==> config.mk <==
export PLATFORM = sky130hd
export DESIGN_NAME = obstacle_avoid_drive_fsm_top
export DESIGN_NICKNAME = d
export VERILOG_FILES = /design/src/oadf_pkg.sv /design/src/obstacle_avoid_drive_fsm_top.sv
export SDC_FILE = /design/constraint.sdc
export NUM_CORES = 1
export LEC_CHECK = 0
export BUFFER_PORTS_ARGS = -buffer_cell sky130_fd_sc_hd__buf_2
export CORE_MARGIN = 1.5
export CORE_UTILIZATION = 55
export DETAILED_ROUTE_END_ITERATION = 16
export PLACE_DENSITY = 0.8
export SLEW_MARGIN = 20
export SYNTH_ARGS = -nofsm -noshare
export SYNTH_HDL_FRONTEND = slang
export SYNTH_SLANG_ARGS = --single-unit
==> constraint.sdc <==
create_clock -name clk_i -period 5.81 [get_ports clk_i]
set_input_delay 0.2905 -clock clk_i [delete_from_list [all_inputs] [get_ports clk_i]]
set_output_delay 0.2905 -clock clk_i [all_outputs]
set_load 0.005 [all_outputs]
==> src/oadf_pkg.sv <==
// Package for the obstacle-avoiding drive controller: codes, beat layouts,
// register indexes and reset values. No dependencies.
`timescale 1ns / 1ps

package oadf_pkg;

  // Register file
  localparam int unsigned CfgIdxW  = 3;
  localparam int unsigned CfgDataW = 16;

  typedef enum logic [CfgIdxW-1:0] {
    REG_CRUISE_SPEED = 3'd0,
    REG_SAFETY_DIST  = 3'd1,
    REG_TURN_TIME    = 3'd2,
    REG_REVERSE_TIME = 3'd3,
    REG_SPIN_TIME    = 3'd4
  } cfg_reg_e;

  localparam logic [7:0]  CruiseSpeedRst  = 8'd200;
  localparam logic [15:0] SafetyDistRst   = 16'd20;
  localparam logic [15:0] TurnTimeRst     = 16'd400;
  localparam logic [15:0] ReverseTimeRst  = 16'd500;
  localparam logic [15:0] SpinTimeRst     = 16'd700;

  // Remote command bytes (ASCII)
  localparam logic [7:0] CmdAuto    = 8'h41;  // 'A'
  localparam logic [7:0] CmdManual  = 8'h4D;  // 'M'
  localparam logic [7:0] CmdForward = 8'h46;  // 'F'
  localparam logic [7:0] CmdBack    = 8'h42;  // 'B'
  localparam logic [7:0] CmdLeft    = 8'h4C;  // 'L'
  localparam logic [7:0] CmdRight   = 8'h52;  // 'R'
  localparam logic [7:0] CmdStop    = 8'h53;  // 'S'

  // Sensor angle that counts as straight ahead
  localparam logic [7:0] CenterAngle = 8'd90;

  typedef enum logic [2:0] {
    ACT_NONE  = 3'd0,
    ACT_FWD   = 3'd1,
    ACT_BACK  = 3'd2,
    ACT_LEFT  = 3'd3,
    ACT_RIGHT = 3'd4,
    ACT_STOP  = 3'd5
  } motor_act_e;

  typedef enum logic [1:0] {
    PH_ADVANCE  = 2'd0,
    PH_EVALUATE = 2'd1,
    PH_TURN     = 2'd2,
    PH_REVERSE  = 2'd3
  } drive_phase_e;

  typedef enum logic [1:0] {
    MSG_NONE     = 2'd0,
    MSG_OBSTACLE = 2'd1,
    MSG_BLOCKED  = 2'd2
  } status_msg_e;

  // Input beat payload (tdata), lowest field in the lowest bits
  typedef struct packed {
    logic [31:0] now_ms;
    logic [15:0] best_distance;
    logic [7:0]  best_angle;
    logic [15:0] front_distance;
    logic [7:0]  command_code;
  } in_beat_t;

  localparam int unsigned InDataW = $bits(in_beat_t);

  // Output beat payload (tdata), padded to whole bytes
  typedef struct packed {
    logic [6:0]   pad;
    drive_phase_e drive_state;
    logic         autonomous_mode;
    status_msg_e  status_message;
    logic         aim_center;
    logic [7:0]   motor_speed;
    motor_act_e   motor_action;
  } out_beat_t;

  localparam int unsigned OutDataW = $bits(out_beat_t);

endpackage

==> src/obstacle_avoid_drive_fsm_top.sv <==
// Obstacle-avoiding drive controller top level: input register, one pass of
// decision logic, output register. Depends on oadf_pkg.
`timescale 1ns / 1ps

// How to use:
//  - Slave stream: one beat per control-loop pass. tuser carries has_command,
//    tdata carries the command byte, distances, best scan angle and time.
//  - Master stream: one result beat per input beat, in order: motor action,
//    speed, sensor aim, status message, mode and drive phase after the pass.
//  - Config: cfg_we_i/cfg_idx_i/cfg_data_i write one register per cycle;
//    indexes beyond the register list are dropped. Write only while idle.
//  - Path: a beat accepted lands in the input register, and its result is
//    registered into the output register (master side) once the output is free.
//  - Throughput: one beat per cycle while tready is high; the decision logic
//    (two 32-bit time subtractions and compares) sits between input and output registers.
//  - Stall: while the receiver holds tready low, the result waits in the
//    output register and one more beat is taken into the input register;
//    then s_axis_tready drops until the master side moves again.
//  - Reset: manual mode, advance phase, timers idle, registers at defaults,
//    both pipeline registers empty.

module obstacle_avoid_drive_fsm_top (
  input  logic                          clk_i,
  input  logic                          rst_ni,
  // Slave stream
  input  logic                          s_axis_tvalid,
  output logic                          s_axis_tready,
  // [79:0] = command_code, front_distance, best_angle, best_distance, now_ms
  input  logic [oadf_pkg::InDataW-1:0]  s_axis_tdata,
  // [0] = has_command
  input  logic                          s_axis_tuser,
  // Master stream
  output logic                          m_axis_tvalid,
  input  logic                          m_axis_tready,
  // [16:0] = motor_action, motor_speed, aim_center, status_message,
  //          autonomous_mode, drive_state; zero padded to 24 bits
  output logic [oadf_pkg::OutDataW-1:0] m_axis_tdata,
  // Configuration write port
  input  logic                          cfg_we_i,
  input  logic [oadf_pkg::CfgIdxW-1:0]  cfg_idx_i,
  input  logic [oadf_pkg::CfgDataW-1:0] cfg_data_i
);
  import oadf_pkg::*;

  // Configuration registers
  logic [7:0]  cruise_speed_q;
  logic [15:0] safety_dist_q;
  logic [15:0] turn_time_q;
  logic [15:0] reverse_time_q;
  logic [15:0] spin_time_q;

  // Controller state
  logic         mode_auto_q,   mode_auto_d;
  drive_phase_e phase_q,       phase_d;
  logic         turn_started_q, turn_started_d;
  logic [31:0]  turn_start_q,  turn_start_d;
  logic         rev_started_q, rev_started_d;
  logic         spinning_q,    spinning_d;
  logic [31:0]  rev_start_q,   rev_start_d;

  // Pipeline registers
  logic      in_valid_q;
  in_beat_t  in_beat_q;
  logic      in_cmd_q;
  logic      out_valid_q;
  out_beat_t out_beat_q,  out_beat_d;

  logic        fire;
  logic        run;
  motor_act_e  act;
  status_msg_e msg;
  logic        aim;
  logic [31:0] turn_base;
  logic [31:0] rev_base;
  logic [31:0] turn_elapsed;
  logic [31:0] rev_elapsed;

  // Handshake: decide when the input register holds a beat and there is room
  assign fire          = in_valid_q && (!out_valid_q || m_axis_tready);
  assign s_axis_tready = !in_valid_q || fire;
  assign m_axis_tvalid = out_valid_q;
  assign m_axis_tdata  = out_beat_q;

  // Configuration writes
  always_ff @(posedge clk_i or negedge rst_ni) begin
    if (!rst_ni) begin
      cruise_speed_q <= CruiseSpeedRst;
      safety_dist_q  <= SafetyDistRst;
      turn_time_q    <= TurnTimeRst;
      reverse_time_q <= ReverseTimeRst;
      spin_time_q    <= SpinTimeRst;
    end else if (cfg_we_i) begin
      unique case (cfg_idx_i)
        REG_CRUISE_SPEED: cruise_speed_q <= cfg_data_i[7:0];
        REG_SAFETY_DIST:  safety_dist_q  <= cfg_data_i;
        REG_TURN_TIME:    turn_time_q    <= cfg_data_i;
        REG_REVERSE_TIME: reverse_time_q <= cfg_data_i;
        REG_SPIN_TIME:    spin_time_q    <= cfg_data_i;
        default: ;
      endcase
    end
  end

  // Elapsed times; a timer that has not started yet starts at this pass
  assign turn_base    = turn_started_q ? turn_start_q : in_beat_q.now_ms;
  assign rev_base     = (!rev_started_q && !spinning_q) ? in_beat_q.now_ms : rev_start_q;
  assign turn_elapsed = in_beat_q.now_ms - turn_base;
  assign rev_elapsed  = in_beat_q.now_ms - rev_base;

  // One control-loop pass
  always_comb begin
    mode_auto_d    = mode_auto_q;
    phase_d        = phase_q;
    turn_started_d = turn_started_q;
    turn_start_d   = turn_start_q;
    rev_started_d  = rev_started_q;
    spinning_d     = spinning_q;
    rev_start_d    = rev_start_q;
    act            = ACT_NONE;
    msg            = MSG_NONE;
    aim            = 1'b0;
    run            = 1'b1;

    // Remote command
    if (in_cmd_q) begin
      if (in_beat_q.command_code == CmdAuto) begin
        mode_auto_d = 1'b1;
      end else if (in_beat_q.command_code == CmdManual) begin
        mode_auto_d = 1'b0;
        act         = ACT_STOP;
      end else if (!mode_auto_q) begin
        priority case (in_beat_q.command_code)
          CmdForward: act = ACT_FWD;
          CmdBack:    act = ACT_BACK;
          CmdLeft:    act = ACT_LEFT;
          CmdRight:   act = ACT_RIGHT;
          CmdStop:    act = ACT_STOP;
          default:    act = ACT_NONE;
        endcase
        run = 1'b0;
      end
    end
    if (!mode_auto_d) begin
      run = 1'b0;
    end

    // Autonomous machine
    if (run) begin
      unique case (phase_q)
        PH_ADVANCE: begin
          aim = 1'b1;
          if (in_beat_q.front_distance < safety_dist_q) begin
            act     = ACT_STOP;
            msg     = MSG_OBSTACLE;
            phase_d = PH_EVALUATE;
          end else begin
            act = ACT_FWD;
          end
        end
        PH_EVALUATE: begin
          if (in_beat_q.best_distance < safety_dist_q) begin
            msg     = MSG_BLOCKED;
            phase_d = PH_REVERSE;
          end else if (in_beat_q.best_angle < CenterAngle) begin
            act     = ACT_LEFT;
            phase_d = PH_TURN;
          end else if (in_beat_q.best_angle > CenterAngle) begin
            act     = ACT_RIGHT;
            phase_d = PH_TURN;
          end else begin
            phase_d = PH_ADVANCE;
          end
        end
        PH_TURN: begin
          turn_start_d   = turn_base;
          turn_started_d = 1'b1;
          if (turn_elapsed > {16'd0, turn_time_q}) begin
            act            = ACT_STOP;
            turn_started_d = 1'b0;
            phase_d        = PH_ADVANCE;
          end
        end
        PH_REVERSE: begin
          // Start backing up on the first pass of the phase
          if (!rev_started_q && !spinning_q) begin
            act           = ACT_BACK;
            rev_start_d   = in_beat_q.now_ms;
            rev_started_d = 1'b1;
          end
          if (!spinning_q && (rev_elapsed > {16'd0, reverse_time_q})) begin
            act         = ACT_RIGHT;
            rev_start_d = in_beat_q.now_ms;
            spinning_d  = 1'b1;
          end else if (spinning_q && (rev_elapsed > {16'd0, spin_time_q})) begin
            act           = ACT_STOP;
            rev_started_d = 1'b0;
            spinning_d    = 1'b0;
            phase_d       = PH_ADVANCE;
          end
        end
        default: ;
      endcase
    end

    // Result beat
    out_beat_d                 = '0;
    out_beat_d.motor_action    = act;
    out_beat_d.motor_speed     = ((act == ACT_FWD) || (act == ACT_BACK) ||
                                  (act == ACT_LEFT) || (act == ACT_RIGHT)) ?
                                 cruise_speed_q : 8'd0;
    out_beat_d.aim_center      = aim;
    out_beat_d.status_message  = msg;
    out_beat_d.autonomous_mode = mode_auto_d;
    out_beat_d.drive_state     = phase_d;
  end

  // Controller state and pipeline valid bits
  always_ff @(posedge clk_i or negedge rst_ni) begin
    if (!rst_ni) begin
      mode_auto_q    <= 1'b0;
      phase_q        <= PH_ADVANCE;
      turn_started_q <= 1'b0;
      turn_start_q   <= '0;
      rev_started_q  <= 1'b0;
      spinning_q     <= 1'b0;
      rev_start_q    <= '0;
      in_valid_q     <= 1'b0;
      out_valid_q    <= 1'b0;
    end else begin
      if (s_axis_tready) begin
        in_valid_q <= s_axis_tvalid;
      end
      if (fire) begin
        mode_auto_q    <= mode_auto_d;
        phase_q        <= phase_d;
        turn_started_q <= turn_started_d;
        turn_start_q   <= turn_start_d;
        rev_started_q  <= rev_started_d;
        spinning_q     <= spinning_d;
        rev_start_q    <= rev_start_d;
        out_valid_q    <= 1'b1;
      end else if (m_axis_tready) begin
        out_valid_q <= 1'b0;
      end
    end
  end

  // Payload registers
  always_ff @(posedge clk_i) begin
    if (s_axis_tready && s_axis_tvalid) begin
      in_beat_q <= in_beat_t'(s_axis_tdata);
      in_cmd_q  <= s_axis_tuser;
    end
    if (fire) begin
      out_beat_q <= out_beat_d;
    end
  end

  // Checks on the controller
  a_spin_needs_reverse: assert property (@(posedge clk_i) disable iff (!rst_ni)
    spinning_q |-> rev_started_q)
    else $error("spin phase active without a started back-up");

  a_aim_in_advance: assert property (@(posedge clk_i) disable iff (!rst_ni)
    (out_valid_q && out_beat_q.aim_center) |->
      ((out_beat_q.drive_state == PH_ADVANCE && out_beat_q.motor_action == ACT_FWD) ||
       (out_beat_q.drive_state == PH_EVALUATE && out_beat_q.motor_action == ACT_STOP)))
    else $error("sensor aimed ahead outside the advance pass");

  a_blocked_reverses: assert property (@(posedge clk_i) disable iff (!rst_ni)
    (out_valid_q && out_beat_q.status_message == MSG_BLOCKED) |->
      (out_beat_q.drive_state == PH_REVERSE && out_beat_q.motor_action == ACT_NONE))
    else $error("blocked status without entering reverse");

  a_manual_quiet: assert property (@(posedge clk_i) disable iff (!rst_ni)
    (out_valid_q && !out_beat_q.autonomous_mode) |->
      (!out_beat_q.aim_center && out_beat_q.status_message == MSG_NONE))
    else $error("autonomous outputs in manual mode");

  a_state_moves_on_fire: assert property (@(posedge clk_i) disable iff (!rst_ni)
    !fire |=> $stable(phase_q) && $stable(mode_auto_q))
    else $error("controller state changed without a pass");

endmodule
==> results of run 1 <==
power by group through the flow:
stage | registers, mW | clock network [mW] | logic [mW]
global route | 2.59 | 2.01 | 5.07
detailed placement | 2.57 | 0 | 4.40
CTS | 2.54 | 1.93 | 4.49
floorplan | 2.46 | 0 | 3.33
global placement | 2.55 | 0 | 4.26
finish | 2.56 | 1.93 | 4.64
routing by layer:
layer,share of wire,vias up
li1,-,6371
met3,0.072,99
met4,0.029,0
met2,0.49,594
met5,0,-
met1,0.41,6607
tightest hold or removal path, cell delays in order:
cell and delay [ns]:
buf_2 0.16, nand2_1 0.06, o21ai_0 0.07
cells in the mapped netlist, types with 5 or more instances:
cell type  number
o221ai_1        5
o211ai_1        8
edfxtp_1       98
xnor2_1        28
a21o_1         38
or3_1           5
nand3_1        38
nor3_1         27
o22ai_1         5
nand2b_1       21
dfstp_2        20
mux2i_1        62
clkbuf_1       41
a21boi_0        5
or2_2           7
a211oi_1       10
nor2b_1        14
o21ai_0       114
nand2_1       145
o2111ai_1       7
a21oi_1       122
o211a_1         6
nand4_1        30
a2111oi_0       5
xor2_1         17
nor2_1        108
buf_4          10
and2_1         10
and4_1         13
maj3_1         10
o21bai_1        8
ha_1          130
a31oi_1         8
dfrtp_1       124
o21a_1         20
o31ai_1        10
inv_1          95
mux2_2         56
nor4_1          6
buf_6           5
and3_1         12
worst min path at each step:
| stage | startpoint | end | slack [ns] | cells after the start |
|---|---|---|---|---|
| 2_1_floorplan | rst_ni | cruise_speed_q[0] | -0.005 | 0 |
| 3_3_place_gp | rst_ni | turn_start_q[15] | 0.38 | 1 |
| 3_5_place_dp | rst_ni | turn_start_q[15] | 0.39 | 1 |
| 4_1_cts | cfg_data_i[2] | safety_dist_q[2] | 0.005 | 3 |
| 5_1_grt | cfg_data_i[12] | spin_time_q[12] | 0.04 | 3 |
| 6_report | cfg_data_i[12] | spin_time_q[12] | 0.04 | 3 |
cells by family (layout without fill, tap and decap cells):
| group | count (synthesis) | after routing | synth area share |
|---|---|---|---|
| other | 1 | 9 | 0.000234 |
| XOR/XNOR | 45 | 45 | 0.0246 |
| AND/OR/NAND/NOR | 461 | 461 | 0.142 |
| buffers and inverters | 163 | 372 | 0.0432 |
| flip-flops | 242 | 242 | 0.410 |
| adder cells (fa/ha/maj) | 143 | 143 | 0.110 |
| AO/OA/AOI/OAI | 447 | 447 | 0.189 |
| multiplexers | 122 | 122 | 0.0809 |
area by class of cell:
| type | instances | area share |
|---|---|---|
| multi-input cells | 1225 | 0.467 |
| flip-flops and latches | 242 | 0.348 |
| repair buffers | 224 | 0.0867 |
| clock buffers | 32 | 0.0390 |
| well taps | 384 | 0.0254 |
| inverters | 98 | 0.0195 |
| clock inverters | 18 | 0.0139 |
| diodes | 2 | 0.000265 |
what timing repair did:
| item | in CTS | in global routing |
|---|---|---|
| setup buffers | 0 | 1 |
| endpoints found under the hold margin | 156 | 0 |
| hold buffers | 84 | 0 |
| endpoints found under the setup margin | 0 | 9 |
| resized for setup | 0 | 4 |
registers in the layout (all words and copies together), names as in the netlist, 16 cells and up:
name,flops
spin_time_q,16
turn_time_q,16
in_beat_q,80
rev_start_q,32
turn_start_q,32
m_axis_tdata,17
reverse_time_q,16
safety_dist_q,16
==> metrics.cfg, run 1 <==
[status]
status = complete, no violations

[route]
drt_iter0_drc = 1232
first_pass_iters = 6
vias = 13700
wl_per_cell_um = 20.7
postRouteAntennaNets = 0
wl_mm = 46.0
viasPerCell = 6.14
drc = 0

[layout]
multi_input_comb_area_sq_um = 8830
seq_area_sq_um = 6570
nFillCells = 2235
fin_util = 0.658
fin_nets = 2054
area_growth_pct = 17.9
fin_area_sq_um = 18900
final_common_cell = nand2_1
drive_gt1_frac = 0.173
final_cell_mix = nand2_1, ha_1, dfrtp_1
fin_cells = 2225

[logic_synthesis]
ys_ff_latch = 242
syn_area_per_cell_sq_um = 9.87
yosys-top-cells-area = dfrtp_1, edfxtp_1, ha_1, mux2_2, mux2i_1
yosysSeqAreaShare = 0.410
yosysTopAreaCell = dfrtp_1
syn_area_sq_um = 16000
yosys_warnings = 0
syn_inst = 1624
synth_ff_type = dfrtp_1
ys_async_sr_fraction = 0.595
synth_edf_count = 98
yosysUniqueCellTypes = 109
synth_top_cell_area_share = 0.194

[grt]
antenna_found_initial = 1
met1_usage = 0.385
use_met3 = 0.0410
grt_pass1_vias = 13200
grt_most_used_layer = met2
grt_util_all_layers = 0.296
grt_pass1_wl_mm = 71.0
grt_max_degree = 82
met2_usage = 0.518
overflow = 0

[critical_path]
crit_fanout = 8
r2r_start = rev_started_q
cp_slowest_cell = dfrtp_1
r2r-end = m_axis_tdata[10]
startpoint_type = flop
path_delay_family = compound AO/OA/AOI/OAI gates
end_kind = flop
required_ns = 6.22
path_buf_inv = 1
path_cells = or2_4 -> nand2_1 -> o21ai_0 -> ha_1 -> nor2b_1 -> a221oi_4 -> a21oi_1 -> o31ai_1 -> a21oi_1 -> o21ai_0 -> xor2_1 -> ha_1 -> a21o_1 -> a21o_1 -> a21oi_1 -> o21ai_0 -> o311a_1 -> nor4_4 -> a31oi_4 -> a211oi_4 -> buf_12 -> mux2i_1
crit_cells = 22
worstRegToRegCells = 22
crit_end = m_axis_tdata[10]
path_class = flop to flop
cp.arrival_ns = 5.92
r2r_setup_slack_ns = 0.30
cpPeakStageDelay_ns = 0.44
cp-startpoint = rev_started_q

[power]
power_mw = 9.12
power.density_nw_per_um2 = 483
p_comb_frac = 0.509
pwr-share-clk = 0.211
ir_worst_vdd_v = 0.000393
p_int_mw = 5.28
switchingPower_mw = 3.84
p_sw_frac = 0.421
power_leakage_nw = 8.13
seq_power_share = 0.280

[sta]
slew_violations = 0
max_freq_mhz = 181
hold_slack_ns = 0.0366
hold_violations = 0
period_needed_ns = 5.51
relSlewSlack = 0.257
finalSetupViolCount = 0
skew_ns = 0.0329
finalWorstSetupSlack_ns = 0.296
worst_pin_slew_ns = 1.09
setup_tns_ns = 0
fin_crit_sh = 0.949

[clocking]
cts_tree = built
clock-sinks = 242
htreeDepth = 1
clkLatencyLatePin_ns = 0.57
clk_pin_slew_ns = 0.07
cts_buffers = 27
clockBufferDepth = 3
cts_root_buf = clkbuf_16

[placed_design]
post-place-cells = 2087
placed_area_sq_um = 17000
routabilityCongestion = 0.958
dpl.hpwl_mm = 31.9
port_buffers = 123
dp_slack_ns = 0.0880

[job]
cap_violations = 0

[floorplanning]
io_pins = 131
die_y_um = 174
coreArea_sq_um = 28700
dieArea_sq_um = 30200
die_w_um = 174
rows = 62
start_util = 0.558

[worst_hold_path]
hold_class = input port to flop

(Power assumes the default switching activity.)
==> inputs of run 2 (changes only) <==
--- a/config.mk
+++ b/config.mk
@@ -5,7 +5,7 @@
 export SDC_FILE = /design/constraint.sdc
 export NUM_CORES = 1
 export LEC_CHECK = 0
-export BUFFER_PORTS_ARGS = -buffer_cell sky130_fd_sc_hd__buf_2
+export BUFFER_PORTS_ARGS = -buffer_cell sky130_fd_sc_hd__buf_4
 export CORE_MARGIN = 1.5
 export CORE_UTILIZATION = 55
 export DETAILED_ROUTE_END_ITERATION = 16
==> run 2 against run 1 <==
  * Combinational power rose by 2%
  * Via count increased by 0.53%
  * Sequential share of layout area shrank 0.53 points
  * Die area unchanged
  * First-iteration DRC count rose by 6.4%
  * Highest routed layer unchanged
  * Fmax shrank 0.51%
  * Wire length is 0.44% higher
  * Critical path type unchanged
  * Power down 0.56%
  * Hold slack got worse by 0.012 ns
==> metrics.cfg, run 2 (synthesis gave the netlist of run 1 again) <==
[clocking]
clk_pin_slew_ns = 0.06
cts_tree = built
cts_buffers = 27
clockBufferDepth = 3
clock-sinks = 242
cts_root_buf = clkbuf_16
clkLatencyLatePin_ns = 0.56
htreeDepth = 1

[power]
power_mw = 9.07
power.density_nw_per_um2 = 473
ir_worst_vdd_v = 0.000291
pwr-share-clk = 0.198
p_sw_frac = 0.424
p_comb_frac = 0.520
power_leakage_nw = 8.25
switchingPower_mw = 3.85
seq_power_share = 0.282
p_int_mw = 5.22

[critical_path]
end_kind = flop
path_cells = or2_4 -> nand2_1 -> o21ai_0 -> ha_1 -> nor2b_1 -> a221oi_4 -> a21oi_1 -> o31ai_1 -> a21oi_1 -> o21ai_0 -> xor2_1 -> ha_1 -> a21o_1 -> a21o_1 -> a21oi_1 -> o21ai_0 -> o311a_1 -> nor4_4 -> a31oi_4 -> a211oi_4 -> buf_12 -> mux2i_1
cp.arrival_ns = 5.94
required_ns = 6.21
cp_slowest_cell = dfrtp_1
path_class = flop to flop
crit_fanout = 8
cpPeakStageDelay_ns = 0.45
r2r_setup_slack_ns = 0.27
startpoint_type = flop

[layout]
area_growth_pct = 19.7
largest_register_ffs = 80
nFillCells = 2191
final_common_cell = nand2_1
reg_top3 = in_beat_q: 80 flops, rev_start_q: 32 flops, turn_start_q: 32 flops
fin_cells = 2231
final_cell_mix = nand2_1, buf_4, ha_1
drive_gt1_frac = 0.172
fin_nets = 2062
largest_register = in_beat_q
antenna_cells = 0

[floorplanning]
die_y_um = 174
io_pins = 131
die_w_um = 174
dieArea_sq_um = 30200
start_util = 0.558
coreArea_sq_um = 28700
rows = 62

[route]
wl_per_cell_um = 20.7
drt_iter0_drc = 1311
first_pass_iters = 6
postRouteAntennaNets = 0
wl_met2_mm = 22.4
wl_met3_mm = 2.87
drc = 0
top_layer = met4
m1WireLength_mm = 19.3
wl_mm = 46.2
viasPerCell = 6.16
vias = 13700

[sta]
hold_violations = 0
hold_slack_ns = 0.0249
relSlewSlack = 0.315
finalSetupViolCount = 0
period_needed_ns = 5.54
max_freq_mhz = 180
fin_crit_sh = 0.954
skew_ns = 0.0225
slew_violations = 0
worst_pin_slew_ns = 1.03

[job]
cap_violations = 0

[placed_design]
routabilityCongestion = 0.959
post-place-cells = 2087
port_buffers = 123
dpl.hpwl_mm = 32.7

[worst_hold_path]
hold_class = input port to flop

[grt]
overflow = 0
grt_pass1_wl_mm = 72.7
grt_util_all_layers = 0.304
grt_pass1_vias = 13400
grt_max_degree = 88
antenna_found_initial = 0

[status]
status = complete, no violations

## run 2: changes by cell type in the layout (fill, tap and decap cells not counted), moves of 2 or more
cell | before | now
buf_2 | 122 | 0
buf_4 | 13 | 137
clkbuf_16 | 29 | 27
clkinv_1 | 1 | 3
clkinv_2 | 2 | 7
clkinvlp_4 | 4 | 2
diode_2 | 2 | 0
dlygate4sd3_1 | 84 | 91
inv_6 | 4 | 0
## run 2: worst paths after layout
path / from / endpoint / cells past startpoint
max: rev_started_q / m_axis_tdata[5] / 22
min in group asynchronous: rst_ni / turn_start_q[18] / 2
max in group asynchronous: rst_ni / turn_started_q / 3
min: cfg_data_i[10] / spin_time_q[10] / 3
min reg2reg: rev_start_q[30] / rev_start_q[30] / 1
max reg2reg: rev_started_q / m_axis_tdata[5] / 22
## run 2: cell type report
class / instances / area, sq um / share of cell area
Multi-Input combinational cell: 1225 / 8820 / 0.460
Clock buffer: 31 / 701 / 0.0365
Sequential cell: 242 / 6570 / 0.343
Timing Repair Buffer: 232 / 2020 / 0.105
Inverter: 98 / 368 / 0.0192
Clock inverter: 19 / 224 / 0.0117
Tap cell: 384 / 480 / 0.0250
## run 2: what timing repair did
item,4_1_cts,5_1_grt
hold buffers,91,0
hold endpoints to repair,175,0
endpoints found under the setup margin,0,9
buffers inserted,0,2
gates resized for setup,0,3
## run 2: critical path, delay by kind of cell (launching register included)
family | cells | cell delay (ns)
muxes | 1 | 0.20
buffers and inverters | 1 | 0.18
adders and majority gates | 2 | 0.55
DFF | 1 | 0.45
AOI/OAI and AO/OA | 13 | 2.77
and+or+nand+nor | 4 | 0.99
xor gates and xnor gates | 1 | 0.23
## run 2: per-stage QoR
stage	TNS, ns	setup slack (ns)	util	instance area [sq um]
detailed placement	0	0.147	0.602	17300
global route	-0.176	-0.0520	0.669	19200
floorplan	0	0.214	-	16100
finish	0	0.268	0.669	19200
CTS	0	0.0929	0.666	19100
global placement	0	0.371	0.602	17300
## run 2: power groups by stage
stage / clock [mW] / combinational, mW / sequential, mW
after floorplan: 0 / 3.33 / 2.46
after global placement: 0 / 4.30 / 2.55
after detailed placement: 0 / 4.46 / 2.57
after CTS: 1.80 / 4.55 / 2.54
after global routing: 1.88 / 5.18 / 2.60
final: 1.80 / 4.71 / 2.56
## run 2: routing by layer
layer	vias to the layer above	GRT usage
met2	550	0.519
met4	0	0.106
met5	-	0
li1	6381	-
met1	6689	0.398
met3	124	0.0404
